==> src/hdl/aisp_pkg.sv <==
// Shared types and constants for the altitude filter, speed and peak block.
// No dependencies; imported by every module of the block.
package aisp_pkg;

   localparam int DATA_W    = 24;
   localparam int COEF_W    = 18;
   localparam int DELTA_W   = DATA_W + 1;
   localparam int SPEED_W   = 23;
   localparam int IDX_W     = 3;
   localparam int RSP_DATA_W = 72;

   // register indexes
   localparam logic [IDX_W-1:0] REG_LOW_LIMIT   = 3'd0;
   localparam logic [IDX_W-1:0] REG_HIGH_LIMIT  = 3'd1;
   localparam logic [IDX_W-1:0] REG_FEED_0      = 3'd2;
   localparam logic [IDX_W-1:0] REG_FEED_1      = 3'd3;
   localparam logic [IDX_W-1:0] REG_FEED_2      = 3'd4;
   localparam logic [IDX_W-1:0] REG_FEEDBACK_1  = 3'd5;
   localparam logic [IDX_W-1:0] REG_FEEDBACK_2  = 3'd6;

   localparam logic signed [DATA_W-1:0] LOW_LIMIT_RST  = -24'sd128000;
   localparam logic signed [DATA_W-1:0] HIGH_LIMIT_RST = 24'sd2560000;
   localparam logic signed [COEF_W-1:0] FEED_0_RST     = 18'sd65536;

   localparam logic signed [DATA_W-1:0] ALT_MAX = 24'sh7FFFFF;
   localparam logic signed [DATA_W-1:0] ALT_MIN = 24'sh800000;

   typedef struct packed {
      logic signed [DATA_W-1:0] low_limit;
      logic signed [DATA_W-1:0] high_limit;
      logic [2:0][COEF_W-1:0]   feed_coef;      // b0..b2
      logic [2:1][COEF_W-1:0]   feedback_coef;  // a1..a2
   } cfg_type;

   typedef struct packed {
      logic                     sample_valid;
      logic signed [DATA_W-1:0] filtered;
      logic [DELTA_W-1:0]       delta;
      logic [SPEED_W-1:0]       peak;
   } mid_type;

endpackage

==> src/hdl/aisp_speed_div.sv <==
// Speed stage: rounded division of the altitude change by the history depth,
// by a reciprocal multiply, then saturation. Depends on aisp_pkg.
module aisp_speed_div #(
   parameter int FILTER_TAPS = 3
) (
   input  logic [aisp_pkg::DELTA_W-1:0] delta,
   output logic [aisp_pkg::SPEED_W-1:0] speed
);
   import aisp_pkg::*;

   localparam int DIV   = FILTER_TAPS - 1;
   localparam int SHIFT = DELTA_W + $clog2(DIV);
   localparam int RCP_W = DELTA_W + 1;
   localparam longint unsigned RECIP = ((64'd1 << SHIFT) + 64'(DIV) - 64'd1) / 64'(DIV);
   localparam int PRD_W = DELTA_W + RCP_W;

   logic [DELTA_W-1:0] num;
   logic [RCP_W-1:0]   recip;
   logic [PRD_W-1:0]   prod;
   logic [DELTA_W-1:0] quot;

   always_comb begin
      num   = delta + DELTA_W'(DIV / 2);
      recip = RCP_W'(RECIP);
      prod  = PRD_W'(num) * PRD_W'(recip);
      quot  = DELTA_W'(prod >> SHIFT);
      if (quot > DELTA_W'(ALT_MAX))
         speed = SPEED_W'(ALT_MAX);
      else
         speed = quot[SPEED_W-1:0];
   end

endmodule

==> config.mk <==
export PLATFORM = sky130hd
export DESIGN_NAME = aisp_speed_div
export DESIGN_NICKNAME = d
export VERILOG_FILES = /design/src/hdl/aisp_pkg.sv /design/src/hdl/aisp_speed_div.sv
export SDC_FILE = /design/constraint.sdc
export NUM_CORES = 1
export LEC_CHECK = 0
export ABC_AREA = 1
export BUFFER_PORTS_ARGS = -buffer_cell sky130_fd_sc_hd__buf_4
export CORE_MARGIN = 1.5
export CORE_UTILIZATION = 35
export DETAILED_ROUTE_END_ITERATION = 7
export PLACE_DENSITY = 0.69
export SETUP_SLACK_MARGIN = 0.5
export SYNTH_ARGS = -nofsm -noshare
export SYNTH_HDL_FRONTEND = slang
export SYNTH_SLANG_ARGS = --single-unit
==> constraint.sdc <==
create_clock -name vclk -period 4.45
set_input_delay 1.335 -clock vclk [all_inputs]
set_output_delay 1.335 -clock vclk [all_outputs]
set_load 0.01 [all_outputs]
== Word-level counts from Yosys, hierarchy flattened ==
Cells that the tools add are included.

* Register bits: 0
* Input port bits: 25
* Output and inout bits: 23
* Logic and storage cells: 3

* $add $sub $neg: 1
* Magnitude comparators: 1
* Multiplexer cells: 1

{| class="wikitable"
|+ Operators by type and width
! kind !! count
|-
| 25-bit by 1-bit adder with 25-bit output, second input constant || 1
|-
| 24-bit by 23-bit > comparator with 1-bit output, second input constant || 1
|-
| 23-bit 2-to-1 mux || 1
|}

== Depth between registers and ports, before layout ==
Gate-level depths: netlist (run 1).

* Word-level depth: 3
* Mapped depth: 10
* Depth with buffers taken out: 9

== Worst setup path before layout (run 1) ==
OpenSTA, ideal clock, no wires.

* Path type: input to output
* From: in delta[0] (netlist bit)
* To: out speed[0] (netlist bit)
* Data arrival time: 2.386 ns
* Data required time: 3.115 ns
* Path slack: 0.729 ns
* Stages on the path: 10
* Path buffers: 1
* Cell sequence: ha_1 > inv_2 > nor2_8 > nand2_4 > nor2_4 > nand2_1 > nand2_2 > nand2_4 > buf_6 > nand2_2

* Word-level cells in the longest chain between the ends: 3

{| class="wikitable"
|+ Ends and longest elaborated chain
! what !! line !! RTL
|-
| start, declared || aisp_speed_div.sv:6 || <nowiki>input logic [aisp_pkg::DELTA_W-1:0] delta,</nowiki>
|-
| 25-bit by 1-bit adder with 25-bit output * || aisp_speed_div.sv:23 || <nowiki>num = delta + DELTA_W'(DIV / 2);</nowiki>
|-
| 24-bit by 23-bit > comparator with 1-bit output || aisp_speed_div.sv:27 || <nowiki>if (quot > DELTA_W'(ALT_MAX))</nowiki>
|-
| 23-bit 2-to-1 mux * || aisp_speed_div.sv:27 ||
|-
| end, declared || aisp_speed_div.sv:7 || <nowiki>output logic [aisp_pkg::SPEED_W-1:0] speed</nowiki>
|}

Mark *: on every way between the ends. The rest lies on a longest branch, timed or not.

== Worst setup path after layout (run 1) ==
* From: in delta[0] (netlist bit)
* To: out speed[18] (netlist bit)

Same word-level chain as after synthesis.

==> reports/qor.csv, run 1 <==
stage;metric;value;unit
timing;worst_slew_pin_slew;0.2804;ns
cells_and_area;drive_gt1_share;40.57;%
route;met2WireLength;1.214;mm
route;drt_iter0_drc;7;
synthesis;synth-warning-count;0;
cells_and_area;design.seq.count;0;
cts;ctsHoldBuffers;0;
placed_design;place_inst;239;
critical_path;cpMaxStageDelayCell;ha_4;
critical_path;cp.arrival;2.53;ns
worst_hold_path;hp-class;primary input to output pin;
cells_and_area;fillers;261;
grt;antenna_found_initial;0;
route;top_layer;met3;
timing;max_freq;258.6;MHz
timing;hold_viol;0;
placed_design;gp_congestion;0.8549;
route;firstDrtPassIters;4;
timing;period_minus_slack;3.867;ns
cells_and_area;num_antenna_cells;0;
cells_and_area;fin_cells;240;
run;cap_violations;0;
worst_hold_path;hp-start;delta[7];
cells_and_area;multi_input_area;829.5;um2
route;vias;1121;
synthesis;postSynthCellCount;165;
route;post-route-drc-count;0;
critical_path;critical_path.top_delay_family;simple AND/OR/NAND/NOR gates;
floorplanning;pin_count;48;
route;wl_met1;1.171;mm
grt;grtUsageTotal;19.30;%
synthesis;avgSynthCellArea;5.202;um2
critical_path;end_kind;output pin;
timing;setup-violations-final;0;
route;wl;2.465;mm
floorplanning;rows;17;
worst_hold_path;min_to;speed[6];
route;wl_per_cell;10.27;um
synthesis;synth.net_count;191;
route;viasPerCell;4.671;
synthesis;syn_area;858.3;um2
floorplanning;initial_utilization;38.07;%
critical_path;cp-start-kind;primary input;
synthesis;ys_seq_area_share;0;%
power;leakage;0.5990;nW
power;ir_drop;0.04753;mV
floorplanning;fp.dieW;52.52;um
timing;slew_viol_final;0;
cells_and_area;regArea;0;um2
critical_path;crit_fanout;12;
timing;finalSetupTns;0;ns
floorplanning;die-height;52.52;um
grt;grt_max_degree;13;
critical_path;worstPathRequired;3.12;ns
power;p_per_area;76.67;nW/um2
timing;layout_setup_ws;0.5830;ns
synthesis;ys_types;19;
grt;grt_pass1_vias;956;
cells_and_area;n_clock_buffer;0;
timing;slew_headroom;81.24;%
critical_path;critPathKind;primary input to output pin;
cts;cts_setup_buffers;0;
timing;fin_crit_sh;86.90;%
cells_and_area;nets;240;
route;dr_wl_met3;78;um
critical_path;cp.buffers_inverters;3;
placed_design;port_buffers;48;
status;outcome;complete, no violations;
grt;grt_pass1_wl;4.202;mm
placed_design;preCtsSetupSlack;0.3292;ns
timing;rsz0062_at_grt;true;
critical_path;path_cells;buf_4 > ha_4 > inv_2 > nor2_8 > nand2_4 > nor2_4 > nand2_2 > nand2_4 > nand2_8 > nand2_1 > buf_4;
placed_design;place_hpwl;2.026;mm
floorplanning;dieArea;2758;um2
worst_hold_path;holdPathStages;4;
floorplanning;core_area;2255;um2
route;ant_nets;0;
critical_path;slowest_delay;0.15;ns
cells_and_area;syn2layout_area_growth;50.58;%
grt;overflow;0;
-- per-stage QoR --
step           hold WS [ns]  utilization, %   power [W]  area, um2
2_1_floorplan         2.803               -  0.00004858      858.3
3_3_place_gp          3.001           54.61  0.00009427       1231
3_5_place_dp          3.002           54.61  0.00009499       1231
4_1_cts               3.003           56.99   0.0001001       1285
5_1_grt               3.021           57.33   0.0001097       1292
6_report              3.002           57.33  0.00009909       1292
-- cell usage in the layout (no fill, tap or decap) --
master,synthesis,routed
nand2_1,59,58
nand3b_1,1,1
o21bai_1,4,4
buf_4,0,48
nand2_4,2,2
nand3_1,9,9
nand4_1,2,2
nand2_2,23,23
nand3_4,0,1
xor2_1,5,5
inv_2,1,1
nor2_4,3,3
nor2_1,24,22
inv_1,17,17
nand2_8,0,2
nor2_2,2,4
o21ai_0,2,2
xnor2_1,6,6
nor2_8,1,1
ha_4,0,1
-- metal layers --
metal | vias up | GRT usage [%]
met2 | 23 | 33.75
met4 | 0 | 0
li1 | 599 | -
met3 | 0 | 0
met5 | - | 0
met1 | 499 | 28.06
-- cell type report --
type	instances	share of cell area, %
inverter	18	5.227
multi-input combinational	146	64.18
tap	28	2.711
timing repair buffer	48	27.88
-- power breakdown --
group	internal, W	switching, W	total [W]	leakage [nW]
clock	0	0	0	0
sequential	0	0	0	0
combinational	0.0000469	0.0000521	0.0000991	0.599
total	0.0000469	0.0000521	0.0000991	0.599
-- cells in the mapped netlist --
cell type	instances	share of area, %
nand2_1	59	26
nor2_1	24	10
nand2_2	23	17
inv_1	17	7.4
nand3_1	9	5.2
xnor2_1	6	6.1
xor2_1	5	5.1
o21bai_1	4	3.5
nor2_4	3	3.9
buf_6	2	2.6
nand2_4	2	2.6
nand4_1	2	1.5
nor2_2	2	1.5
o21ai_0	2	1.2
ha_1	1	1.5
inv_2	1	0.44
nand3_2	1	1.2
nand3b_1	1	0.87
nor2_8	1	2.3
-- repair_timing --
action,4_1_cts,5_1_grt
pin swaps,4,2
setup endpoints to repair,23,23
gates resized for setup,6,3
gates cloned,1,0
-- how the worst max path moves through the flow --
stage | from | endpoint | slack, ns | depth (start not counted)
5_1_grt | delta[0] | speed[18] | 0.48 | 11
3_3_place_gp | delta[0] | speed[18] | 0.39 | 10
3_5_place_dp | delta[0] | speed[18] | 0.33 | 10
4_1_cts | delta[0] | speed[18] | 0.52 | 11
6_report | delta[0] | speed[18] | 0.58 | 11
2_1_floorplan | delta[0] | speed[0] | 0.73 | 10
-- cell families after synthesis --
kind of cell    Yosys count  share of synthesized area (%)
simple gates            127                          72.16
buf+inv                  20                          10.49
xor+xnor                 11                          11.22
compound gates            6                          4.665
fa+ha+maj                 1                          1.457
(Power assumes the default switching activity.)
==> inputs of run 2 (changes only) <==
BUFFER_PORTS_ARGS = not set   (was -buffer_cell sky130_fd_sc_hd__buf_4)
DONT_BUFFER_PORTS = 1   (was not set)
PLACE_DENSITY = 0.52   (was 0.69)
==> run 2 against run 1 <==
  * Cell count fell by 20%
  * Critical path depth decreased by 2
  * Non-clock buffer count is 48 lower
  * Flip-flop and latch count did not move
  * Cell area down 28%
  * Global-route usage is 3.0 points lower
  * Maximum frequency down 0.45%
  * Power down 42%
  * Utilization shrank 16 points
  * Combinational power shrank 42%
==> reports/qor.csv, run 2 (same netlist as run 1, synthesis figures left out) <==
stage;metric;value;unit
timing;fin_crit_sh;87.29;%
worst_hold_path;hp-class;primary input to output pin;
timing;rsz0062_at_grt;true;
cells_and_area;n_clock_buffer;0;
floorplanning;fp.dieW;52.52;um
cells_and_area;regArea;0;um2
power;leakage;0.3790;nW
power;total_power;0.00005735;W
critical_path;slowest_delay;0.20;ns
route;ant_nets;0;
critical_path;cp.arrival;2.55;ns
route;drt_iter0_drc;19;
timing;slew_headroom;81.60;%
route;post-route-drc-count;0;
cells_and_area;drive_gt1_share;23.64;%
critical_path;worstSetupStartpoint;delta[0];
placed_design;dpl_cell_area;870.8;um2
cts;cts_setup_buffers;0;
cells_and_area;final_core_util;41.40;%
critical_path;crit_path_frequent_cell;nand2_4;
critical_path;worstPathRequired;3.12;ns
route;wl;2.401;mm
cells_and_area;layout_commonest_cell;nand2_1;
critical_path;path_cells;ha_2 > inv_2 > nor2_8 > nand2_4 > nor2_4 > nand2_1 > nand2_4 > nand2_4 > nand2_2;
placed_design;gp_congestion;0.8652;
floorplanning;die-height;52.52;um
timing;max_freq;257.4;MHz
placed_design;port_buffers;0;
floorplanning;dieArea;2758;um2
placed_design;place_hpwl;1.893;mm
grt;antenna_found_initial;0;
timing;finalSetupTns;0;ns
cells_and_area;multi_input_area;830.8;um2
critical_path;end_kind;output pin;
critical_path;cpMaxStageDelayCell;ha_2;
run;cap_violations;0;
grt;overflow;0;
floorplanning;core_area;2255;um2
power;ir_drop;0.02378;mV
timing;period_minus_slack;3.884;ns
critical_path;cp-start-kind;primary input;
status;outcome;complete, no violations;
cells_and_area;design.seq.count;0;
timing;setup-violations-final;0;
cells_and_area;nets;193;
cells_and_area;fillers;277;
power;p_per_area;61.44;nW/um2
floorplanning;rows;17;
floorplanning;pin_count;48;
route;viasPerCell;4.969;
cells_and_area;finalInstanceArea;933.4;um2
critical_path;cp.buffers_inverters;1;
grt;grtUsageTotal;16.29;%
grt;grt_pass1_vias;832;
floorplanning;initial_utilization;38.07;%
route;firstDrtPassIters;4;
timing;worst_slew_pin_slew;0.2750;ns
cells_and_area;syn2layout_area_growth;8.746;%
timing;hold_viol;0;
timing;slew_viol_final;0;
cells_and_area;num_antenna_cells;0;
critical_path;crit_fanout;7;
route;wl_per_cell;12.44;um
critical_path;critPathKind;primary input to output pin;
route;vias;959;
worst_hold_path;hp-start;delta[5];
cells_and_area;mostFrequentLayoutCells;nand2_1 (56), nand2_2 (25), nor2_1 (24);
grt;grt_max_degree;24;
grt;grt_pass1_wl;3.532;mm
cts;ctsHoldBuffers;0;
critical_path;critical_path.top_delay_family;simple AND/OR/NAND/NOR gates;
timing;whs;2.806;ns
## run 2: cell types whose count changed in the layout (fill, tap and decap cells not counted)
| cell | delta |
|---|---|
| ha_2 | +1 |
| nand2_1 | -2 |
| nor2_2 | -2 |
| nand2_2 | +2 |
| buf_4 | -48 |
| nand2_4 | +1 |
| nor2_1 | +2 |
| ha_4 | -1 |
## run 2: layout make-up
| type | instances | share of cell area, % |
|---|---|---|
| Tap cell | 28 | 3.753 |
| Multi-Input combinational cell | 147 | 89.01 |
| Inverter | 18 | 7.239 |
## run 2: what timing repair did
| action | in CTS | in global routing |
|---|---|---|
| gates cloned | 0 | 2 |
| resized for setup | 1 | 7 |
| endpoints found under the setup margin | 3 | 7 |
| pin swaps | 0 | 2 |
## run 2: layer usage
layer | GRT usage (%) | share of wire [%] | up-vias | wire (um)
met5 | 0 | 0 | - | 0
met4 | 0 | 0.87 | 0 | 21
met3 | 2.286 | 7.5 | 2 | 180
met2 | 30.00 | 49 | 31 | 1184
met1 | 21.09 | 42 | 421 | 1015
li1 | - | - | 505 | -
## run 2: power by group
part	internal, W	switching (W)
registers	0	0
logic	0.0000195	0.0000379
clock network	0	0
## run 2: final timing paths
path	cells after the start	slack (ns)	end
setup / recovery	9	0.57	speed[19]
hold / removal	2	2.81	speed[4]
## run 2: per-stage QoR
step / cells / setup slack (ns)
after floorplan: 165 / 0.7286
after global routing: 193 / 0.5013
after CTS: 191 / 0.5539
final: 193 / 0.5657
after global placement: 191 / 0.5490
after detailed placement: 191 / 0.4901
