[config.mk]
export PLATFORM = sky130hd
export DESIGN_NAME = aisp_csr
export DESIGN_NICKNAME = d
export VERILOG_FILES = /design/src/hdl/aisp_pkg.sv /design/src/hdl/aisp_csr.sv
export SDC_FILE = /design/constraint.sdc
export NUM_CORES = 1
export LEC_CHECK = 0
export BUFFER_PORTS_ARGS = -buffer_cell sky130_fd_sc_hd__buf_4
export CAP_MARGIN = 20
export CORE_MARGIN = 1.5
export CORE_UTILIZATION = 51
export DETAILED_ROUTE_END_ITERATION = 6
export GPL_TIMING_DRIVEN = 0
export PLACE_DENSITY = 0.86
export SYNTH_ARGS = -nofsm -noshare
export SYNTH_HDL_FRONTEND = slang
export SYNTH_SLANG_ARGS = --single-unit
[constraint.sdc]
create_clock -name clock -period 2.1 [get_ports clock]
set_clock_uncertainty 0.2 [all_clocks]
set_input_delay 0.42 -clock clock [delete_from_list [all_inputs] [get_ports clock]]
set_output_delay 0.42 -clock clock [all_outputs]
set_load 0.02 [all_outputs]
[src/hdl/aisp_pkg.sv]
// Shared types and constants for the altitude filter, speed and peak block.
// No dependencies; imported by every module of the block.
package aisp_pkg;

   localparam int DATA_W    = 24;
   localparam int COEF_W    = 18;
   localparam int DELTA_W   = DATA_W + 1;
   localparam int SPEED_W   = 23;
   localparam int IDX_W     = 3;
   localparam int RSP_DATA_W = 72;

   // register indexes
   localparam logic [IDX_W-1:0] REG_LOW_LIMIT   = 3'd0;
   localparam logic [IDX_W-1:0] REG_HIGH_LIMIT  = 3'd1;
   localparam logic [IDX_W-1:0] REG_FEED_0      = 3'd2;
   localparam logic [IDX_W-1:0] REG_FEED_1      = 3'd3;
   localparam logic [IDX_W-1:0] REG_FEED_2      = 3'd4;
   localparam logic [IDX_W-1:0] REG_FEEDBACK_1  = 3'd5;
   localparam logic [IDX_W-1:0] REG_FEEDBACK_2  = 3'd6;

   localparam logic signed [DATA_W-1:0] LOW_LIMIT_RST  = -24'sd128000;
   localparam logic signed [DATA_W-1:0] HIGH_LIMIT_RST = 24'sd2560000;
   localparam logic signed [COEF_W-1:0] FEED_0_RST     = 18'sd65536;

   localparam logic signed [DATA_W-1:0] ALT_MAX = 24'sh7FFFFF;
   localparam logic signed [DATA_W-1:0] ALT_MIN = 24'sh800000;

   typedef struct packed {
      logic signed [DATA_W-1:0] low_limit;
      logic signed [DATA_W-1:0] high_limit;
      logic [2:0][COEF_W-1:0]   feed_coef;      // b0..b2
      logic [2:1][COEF_W-1:0]   feedback_coef;  // a1..a2
   } cfg_type;

   typedef struct packed {
      logic                     sample_valid;
      logic signed [DATA_W-1:0] filtered;
      logic [DELTA_W-1:0]       delta;
      logic [SPEED_W-1:0]       peak;
   } mid_type;

endpackage

[src/hdl/aisp_csr.sv]
// Configuration registers: limits and filter coefficients, write only.
// Depends on aisp_pkg.
module aisp_csr (
   input  logic                               clock,
   input  logic                               reset,
   input  logic                               csr_wr_en,
   input  logic [aisp_pkg::IDX_W-1:0]         csr_index,
   input  logic [aisp_pkg::DATA_W-1:0]        csr_wdata,
   output aisp_pkg::cfg_type                  cfg
);
   import aisp_pkg::*;

   cfg_type cfg_ff, cfg_in;

   always_comb begin
      cfg_in = cfg_ff;
      if (csr_wr_en) begin
         unique case (csr_index)
            REG_LOW_LIMIT:  cfg_in.low_limit        = csr_wdata;
            REG_HIGH_LIMIT: cfg_in.high_limit       = csr_wdata;
            REG_FEED_0:     cfg_in.feed_coef[0]     = csr_wdata[COEF_W-1:0];
            REG_FEED_1:     cfg_in.feed_coef[1]     = csr_wdata[COEF_W-1:0];
            REG_FEED_2:     cfg_in.feed_coef[2]     = csr_wdata[COEF_W-1:0];
            REG_FEEDBACK_1: cfg_in.feedback_coef[1] = csr_wdata[COEF_W-1:0];
            REG_FEEDBACK_2: cfg_in.feedback_coef[2] = csr_wdata[COEF_W-1:0];
            default: ;
         endcase
      end
   end

   always_ff @(posedge clock) begin
      if (reset) begin
         cfg_ff.low_limit        <= LOW_LIMIT_RST;
         cfg_ff.high_limit       <= HIGH_LIMIT_RST;
         cfg_ff.feed_coef[0]     <= FEED_0_RST;
         cfg_ff.feed_coef[1]     <= '0;
         cfg_ff.feed_coef[2]     <= '0;
         cfg_ff.feedback_coef[1] <= '0;
         cfg_ff.feedback_coef[2] <= '0;
      end else begin
         cfg_ff <= cfg_in;
      end
   end

   assign cfg = cfg_ff;

endmodule

### Word level (Yosys, flattened, before mapping)

Index checks and enable logic that the tools add are counted.

* $mul: 0
* add/sub/neg operators: 0
* order comparisons: 0
* multiplexer cells: 0
* bitwise gates (word level): 0
* shifts and indexed selects: 0
* divide/modulo/power cells: 0
* equality and inequality tests: 6
* reductions and logical operators: 8

Operators with widths (count)
* 2-bit AND reduction: 7
* 3-bit == test (second input constant): 3
* 3-bit by 2-bit == test with 1-bit output (second input constant): 2
* 3-bit by 1-bit == test with 1-bit output (second input constant): 1
* 3-bit logical NOT: 1

* bits in registers: 138
* memory bits (read-only): 0
* memories: 0
* latch bits: 0
* memory bits (writable): 0
* output and inout port bits: 138

### Longest topological paths before layout

Gate-level depths: netlist of the first run.

* depth in word-level cells: 2
* depth in mapped cells: 5
* mapped depth without buffers: 2

### Worst setup path after synthesis of the first run

OpenSTA, ideal clock, no wires.

* path type: input to register
* start point: input csr_index[1] in the netlist's numbering
* end point: register cfg_ff, in the netlist cfg[114]
* stages: 4
* library setup time: 72 ps
* data arrival time: 1426 ps
* setup slack: 402 ps
* path buffers: 2
* path through: buf_4 > nor4b_4 > buf_6 > mux2i_1

* cells in the longest elaborated chain, start to end: 2

Ends and longest elaborated chain
* start, declared: RTL line aisp_csr.sv:7 `input logic [aisp_pkg::IDX_W-1:0] csr_index,`
* 3-bit logical NOT: RTL line aisp_csr.sv:18 `unique case (csr_index)`
* 2-bit AND reduction (no source line)
* end signal, assigned: RTL line aisp_csr.sv:41 `cfg_ff <= cfg_in;`
* end, declared: RTL line aisp_csr.sv:13 `cfg_type cfg_ff, cfg_in;`

No other way between the ends.
A chain may end at the register's enable or synchronous reset.

### Worst setup path in the final report of the first run

* start point: register cfg_ff, in the netlist cfg[53]
* end point: output cfg[53] in the netlist's numbering

RTL lines
* end, declared: RTL line aisp_csr.sv:9 `output aisp_pkg::cfg_type cfg`

No word-level cell between the ends.

==> run summary, run 1 <==
Setup_tns - 0 ps
VDD IR max - 0.556 mV
CP max FO - 2
DRT Wirelength - 15000 um
Max-Cap Viols - 0
Reg2reg setup slack - 1190 ps
Sequential-to-total area share from yosys stat - 0.504
Clk_lat worst skew - 510 ps
Flops & latches, synth - 138
Synthesized area - 5480 sq um
Die height - 107 um
Max Freq - 600 MHz
Worst Setup End Kind - output port
DP Area - 6870 sq um
Leak Pwr - 3.74 nW
Hold WS - 28.4 ps
Avg Cell Area, Syn - 11.1 sq um
Core Area - 10400 sq um
Buf/Inv on CP - 1
Rows - 37
Gr busiest metal - met2
Global placement routability congestion - 0.805
Measured slew at the worst slew-check pin - 713 ps
Crit-path max cell delay - 370 ps
Die Span X - 107 um
Critical path cell sequence - buf_4
Most frequent cells in the layout - buf_4 (168), nand2b_1 (145), mux2i_1 (138), dfxtp_1 (138), nor2_1 (26)
Final min period - 1670 ps
Crit path max-delay family - flip-flops
Startpoint types - register
Largest net degree at the start of global routing - 17
Cell depth of the worst hold path - 3
Commonest non-fill, non-tap cell in the layout - buf_4
Cells after DPL - 793
CP Data Required Time - 1480 ps
Area growth, synth to finish - 37.5%
Worst reg2reg path endpoint - cfg[4]
Max reg flops - 138
Initial antenna violation count - 0
Pwr/cell area - 808 nW/um^2
Initial Utilization - 0.528
CTS sink cnt - 138
Status - finished, final reports clean
Syn. warnings - 0
Post-Syn Nets - 525
H-tree Lvls - 4
DR WL/cell - 18.0 um
Worst Hold Class - input port to register
Iter 0 DRT Violations - 193
CP Class - register to output port
Final Non-Filler Cells - 835
Drt drc - 0
Worst Reg-to-Reg Cells - 2
Share of cells above drive strength 1 - 0.313
Post-DP HPWL - 10500 um
GR Overflow Total - 0
Max Slew Vio Count - 0
Final hold viol count - 0
Via density - 5.11
DR vias - 4266
Critical Path Slowest Stage Cell - dfxtp_1
Number of global-route vias before repair - 4355
Post-CTS Setup Bufs - 0
Num CTS Buffers - 17
CTS tree - yes
Reg clk slew, reported paths - 60 ps
Critical path origin - cfg[53]
Post-synth cell types - 14
Final nets - 716
Tot GR Track Use - 0.268
Post-cts sizing count - 0
Slew HR - 0.522
Met1 GRT Util - 0.332
CTS Buffer Depth - 2
Antenna-violating nets left - 0
Cell area after layout - 7530 sq um
Critical path arrival - 1050 ps
Die ar. - 11400 sq um
Fin crit share - 0.793
Number of I/O pins - 168
RSZ-0062 raised after global routing - no
Met2 Resource Use GR - 0.461
DR pass1 iterations - 4
Hold EP - cfg[52]
Port bufs - 162
First-pass GRT wire length - 23300 um
Synth Instances - 495
GR Util met3 - 0.0620
Final setup vio count - 0
ANT cells - 0
Hold Path Origin - csr_wdata[16]
Worst reg2reg startpoint - cfg[4]
Root Buffer - clkbuf_8
-- worst reg2reg max path, cell delays in order (launching register included) --
cell      delay, ps
dfxtp_1         350
nand2b_1         90
mux2i_1         180
-- per-layer routing --
layer | routed length [um] | part of all wire
met1 | 6380 | 0.42
met2 | 7460 | 0.50
met3 | 1060 | 0.071
met4 | 119 | 0.0079
met5 | 0 | 0
-- cell usage after synthesis --
cell / number / area (sq um)
and4bb_2: 1 / 12.5
buf_2: 13 / 65.1
buf_4: 6 / 45.0
buf_6: 4 / 45.0
clkbuf_1: 15 / 56.3
dfxtp_1: 138 / 2760
mux2i_1: 138 / 1380
nand2b_1: 145 / 907
nand4b_1: 3 / 26.3
nand4bb_1: 3 / 33.8
nor2_1: 26 / 97.6
nor4b_4: 1 / 23.8
nor4bb_1: 1 / 10.0
or4b_4: 1 / 13.8
-- through the flow --
stage / power (W) / setup WS, ps / util
2_1_floorplan: 0.00306 / 402 / -
3_3_place_gp: 0.00326 / 103 / 0.662
3_5_place_dp: 0.00327 / 50.9 / 0.662
4_1_cts: 0.00612 / 422 / 0.726
5_1_grt: 0.00626 / 406 / 0.726
6_report: 0.00608 / 434 / 0.726
-- power by group --
part | internal (W) | leakage (nW) | total [W] | switching (W)
registers | 0.00268 | 1.12 | 0.00271 | 0.0000355
clock network | 0.00169 | 0.268 | 0.00285 | 0.00115
logic | 0.000238 | 2.35 | 0.000523 | 0.000284
-- worst max path at each step --
stage | cells past startpoint | slack [ps] | endpoint
finish | 1 | 430 | cfg[53]
CTS | 1 | 420 | cfg[53]
detailed placement | 4 | 50 | cfg[119]
global placement | 4 | 100 | cfg[119]
global route | 1 | 410 | cfg[53]
floorplan | 4 | 400 | cfg[114]
-- cell type report --
class	instances	area, sq um
flip-flops and latches	138	2760
well taps	136	170
repair buffers	172	1320
plain buffers	38	211
clock buffers	18	418
multi-input cells	319	2510
clock inverters	14	149
fillers	761	2840
-- kinds of logic after synthesis --
group | after synthesis | share of synthesized area
simple gates | 181 | 0.205
buf+inv | 38 | 0.0386
flops | 138 | 0.504
mux | 138 | 0.252
-- timing repair --
action                                  in CTS  in global routing
endpoints found under the setup margin       0                  0
hold endpoints to repair                    16                  0
hold buffers                                10                  0
(Power assumes the default switching activity.)
==> run 2: changes to the inputs <==
==> constraint.sdc (replaced) <==
create_clock -name clock -period 1.7 [get_ports clock]
set_clock_uncertainty 0.2 [all_clocks]
set_input_delay 0.34 -clock clock [delete_from_list [all_inputs] [get_ports clock]]
set_output_delay 0.34 -clock clock [all_outputs]
set_load 0.02 [all_outputs]
==> run 2 against run 1 <==
  * Clock power up 24%
  * Sequential power grew 24%
  * Cell count increased by 0.48%
  * Register-to-register slack got worse by 880 ps
  * Clock-buffer cell count is the same
  * Wire length grew 0.75%
  * Final area increased by 0.51%
  * Sequential share of layout area down 0.19 points
  * First-iteration DRC count grew 8.3%
  * Flip-flop and latch count is the same
  * Critical endpoint is now cfg[130]
==> run summary, run 2 (synthesis results as in run 1) <==
Status - finished, final reports clean
Iter 0 DRT Violations - 209
Final nets - 720
First-pass GRT wire length - 23300 um
Port bufs - 162
Rows - 37
Critical path origin - cfg[130]
Hold Path Origin - csr_wdata[13]
Number of I/O pins - 168
H-tree Lvls - 4
Final setup vio count - 0
Commonest non-fill, non-tap cell in the layout - buf_4
Critical path arrival - 1060 ps
Reg clk slew, reported paths - 60 ps
DRT Wirelength - 15100 um
Worst slack, placed - -269 ps
Leak Pwr - 3.76 nW
Most frequent cells in the layout - buf_4 (169), nand2b_1 (145), mux2i_1 (138), dfxtp_1 (138), nor2_1 (26)
CP max FO - 2
Core Area - 10400 sq um
Worst setup margin - 98.2 ps
Number of global-route vias before repair - 4342
CP Class - register to output port
Startpoint types - register
DR WL/cell - 18.0 um
Reg power frac - 0.445
Worst Reg-to-Reg Cells - 3
Comb pwr share - 0.086
Antenna-violating nets left - 0
Clk pwr share - 0.469
Final hold viol count - 0
Post-DP HPWL - 10500 um
Hold WS - 80.7 ps
Worst Setup End Kind - output port
Max Slew Vio Count - 0
ANT cells - 0
CTS sink cnt - 138
Clk_lat worst skew - 510 ps
Area growth, synth to finish - 38.2%
Die ar. - 11400 sq um
Global placement routability congestion - 0.805
Critical path cell sequence - buf_4
RSZ-0062 raised after global routing - no
DR vias - 4309
Buf/Inv on CP - 1
Critical Path Slowest Stage Cell - dfxtp_1
Setup_tns - 0 ps
Initial Utilization - 0.528
DP Area - 6870 sq um
CP Depth - 1
Via density - 5.14
VDD IR max - 0.691 mV
Initial antenna violation count - 0
Final min period - 1600 ps
Crit path max-delay family - flip-flops
Internal - 0.00570 W
Worst reg2reg startpoint - cfg[124]
Max-Cap Viols - 0
CTS tree - yes
Root Buffer - clkbuf_8
Worst Hold Class - input port to register
Die Span X - 107 um
Share of cells above drive strength 1 - 0.314
Measured slew at the worst slew-check pin - 484 ps
Cell area after layout - 7570 sq um
CTS Buffer Depth - 2
Fin crit share - 0.942
Final Non-Filler Cells - 839
Net Switching - 0.00183 W
Num CTS Buffers - 17
Cell depth of the worst hold path - 3
Die height - 107 um
Cells after DPL - 793
Max Freq - 624 MHz
Tot GR Track Use - 0.268
Crit-path max cell delay - 380 ps
CP Data Required Time - 1160 ps
Slew HR - 0.677
Max reg flops - 138
GR Overflow Total - 0
Sw Share - 0.243
Drt drc - 0
Largest net degree at the start of global routing - 17
Pwr/cell area - 995 nW/um^2
DR pass1 iterations - 5
## run 2: power groups by stage
stage / Combinational [W] / Clock [W] / Sequential (W)
detailed placement: 0.000623 / 0 / 0.00342
floorplan: 0.000280 / 0 / 0.00350
CTS: 0.000649 / 0.00356 / 0.00335
finish: 0.000651 / 0.00353 / 0.00335
global route: 0.000689 / 0.00369 / 0.00336
global placement: 0.000607 / 0 / 0.00342
## run 2: path summary, 6_finish.rpt
check | slack [ps] | endpoint
setup / recovery | 100 | cfg[130]
hold / removal | 80 | cfg[31]
setup reg to reg | 310 | cfg[124]
hold reg to reg | 270 | cfg[118]
## run 2: stage by stage
step / power, W / utilization
2_1_floorplan: 0.00378 / -
3_3_place_gp: 0.00402 / 0.662
3_5_place_dp: 0.00404 / 0.662
4_1_cts: 0.00756 / 0.728
5_1_grt: 0.00774 / 0.730
6_report: 0.00753 / 0.730
## run 2: final cells by class
cell class | instances | area (sq um)
plain buffers | 38 | 213
fillers | 754 | 2800
flip-flops and latches | 138 | 2760
well taps | 136 | 170
clock buffers | 18 | 418
repair buffers | 176 | 1350
clock inverters | 14 | 149
multi-input cells | 319 | 2510
## run 2: repair_timing
item	4_1_cts	5_1_grt
resized for setup	0	2
endpoints found under the hold margin	19	1
hold buffers	12	1
endpoints found under the setup margin	0	1
buffers inserted	0	1
## run 2: layer usage
metal | track usage | vias to the layer above | wire (um)
met3 | 0.0608 | 15 | 1030
met2 | 0.458 | 165 | 7420
met1 | 0.333 | 2086 | 6520
li1 | - | 2043 | -
met5 | 0 | - | 0
met4 | 0.0876 | 0 | 169
==> run 3: changes to the inputs <==
==> constraint.sdc (replaced) <==
create_clock -name clock -period 1.7 [get_ports clock]
set_clock_uncertainty 0.2 [all_clocks]
set_input_delay 0.255 -clock clock [delete_from_list [all_inputs] [get_ports clock]]
set_output_delay 0.255 -clock clock [all_outputs]
set_load 0.02 [all_outputs]
==> run 3 against run 2 <==
  * The run now ends with negative hold slack left
  * Sequential power barely moved
  * Worst hold slack got worse by 150 ps
  * Die area unchanged
  * First-iteration DRC count is 11% lower
  * Maximum frequency fell by 0.78%
  * Global-route usage grew 0.078 points
  * Clock-buffer cell count stayed put
  * Combinational power is essentially flat
  * Highest routed layer unchanged
  * Sequential share of layout area hardly changed
  * Flip-flop and latch count stayed put
  * Final area shrank 0.12%
  * Register-to-register slack about the same
==> run summary, run 3 (synthesis results as in run 1) <==
Status - finished, violations left
Violated checks - negative hold slack
DR vias - 4299
Rows - 37
Slew HR - 0.532
Multi-input logic area - 2510 sq um
Fin util - 0.729
Final hold viol count - 4
H-tree Lvls - 4
DR WL/cell - 18.0 um
Largest net degree at the start of global routing - 17
Net Switching - 0.00183 W
Worst Setup End Kind - register
Core Area - 10400 sq um
CTS Hold Bufs - 13
Final setup vio count - 0
Final nets - 719
Fin crit share - 0.950
Measured slew at the worst slew-check pin - 699 ps
Commonest non-fill, non-tap cell in the layout - buf_4
Die ar. - 11400 sq um
Post-CTS Setup Bufs - 0
Post-DP HPWL - 10500 um
Max-Cap Viols - 0
Global placement routability congestion - 0.805
Most frequent cells in the layout - buf_4 (168), nand2b_1 (145), mux2i_1 (138), dfxtp_1 (138), nor2_1 (26)
Hold WS - -72.3 ps
CP Class - input port to register
Number of I/O pins - 168
Pwr/cell area - 995 nW/um^2
Leak Pwr - 3.75 nW
CTS tree - yes
ANT cells - 0
CP max FO - 10
Max Freq - 619 MHz
Share of cells above drive strength 1 - 0.312
Num CTS Buffers - 17
Post-cts sizing count - 0
Number of global-route vias before repair - 4354
Tot GR Track Use - 0.268
Antenna-violating nets left - 0
Area growth, synth to finish - 38.0%
Iter 0 DRT Violations - 187
Internal - 0.00570 W
Root Buffer - clkbuf_8
Worst Reg-to-Reg Cells - 3
Port bufs - 162
Drt drc - 0
Power after layout - 0.00752 W
VDD IR max - 0.690 mV
Initial Utilization - 0.528
DR pass1 iterations - 4
Sw Share - 0.243
Filler cell count - 753
Clk_lat worst skew - 510 ps
Cell depth of the worst hold path - 3
Worst Hold Class - input port to register
DRT Wirelength - 15000 um
Final min period - 1610 ps
Reg power frac - 0.445
Startpoint types - input port
RSZ-0062 raised after global routing - no
Critical path arrival - 1870 ps
Clk pwr share - 0.468
Max reg flops - 138
Die Span X - 107 um
Initial antenna violation count - 0
CTS Buffer Depth - 2
CTS sink cnt - 138
Die height - 107 um
Via density - 5.13
Register area - 2760 sq um
CP Data Required Time - 1950 ps
GR Overflow Total - 0
Reg clk slew, reported paths - 60 ps
First-pass GRT wire length - 23300 um
Comb pwr share - 0.086
Max Slew Vio Count - 0
## run 3: layout make-up
| class | count | share of cell area |
|---|---|---|
| clock inverters | 14 | 0.0197 |
| well taps | 136 | 0.0225 |
| clock buffers | 18 | 0.0553 |
| plain buffers | 38 | 0.0280 |
| repair buffers | 175 | 0.178 |
| flip-flops and latches | 138 | 0.365 |
| multi-input cells | 319 | 0.331 |
## run 3: final timing paths
kind / startpoint / end / slack (ps)
setup / recovery: csr_index[1] / cfg[124] / 90
hold / removal: csr_index[0] / cfg[134] / -70
setup reg to reg: cfg[124] / cfg[124] / 300
hold reg to reg: cfg[118] / cfg[118] / 270
## run 3: power groups by stage
stage                     registers [W]  clock network (W)  logic (W)
after floorplan                 0.00350                  0   0.000280
after CTS                       0.00335            0.00356   0.000650
after global routing            0.00336            0.00369   0.000688
after global placement          0.00342                  0   0.000607
final                           0.00335            0.00352   0.000650
after detailed placement        0.00342                  0   0.000623
## run 3: routing by layer
| layer | up-vias | track usage | wire (um) |
|---|---|---|---|
| li1 | 2040 | - | - |
| met4 | 0 | 0.0876 | 182 |
| met5 | - | 0 | 0 |
| met3 | 17 | 0.0608 | 981 |
| met1 | 2088 | 0.333 | 6450 |
| met2 | 154 | 0.461 | 7440 |
## run 3: stage by stage
stage	setup slack (ps)	cells	setup TNS, ps	instance area (sq um)
2_1_floorplan	167	495	0	5480
3_3_place_gp	-132	793	-7520	6870
3_5_place_dp	-184	793	-12050	6870
4_1_cts	121	838	0	7560
5_1_grt	0.379	838	0	7560
6_report	85.6	838	0	7560
## run 3: critical path, cell delays in order
cell	delay, ps
buf_4	150
nor4b_4	650
mux2i_1	250
dlygate4sd3_1	560
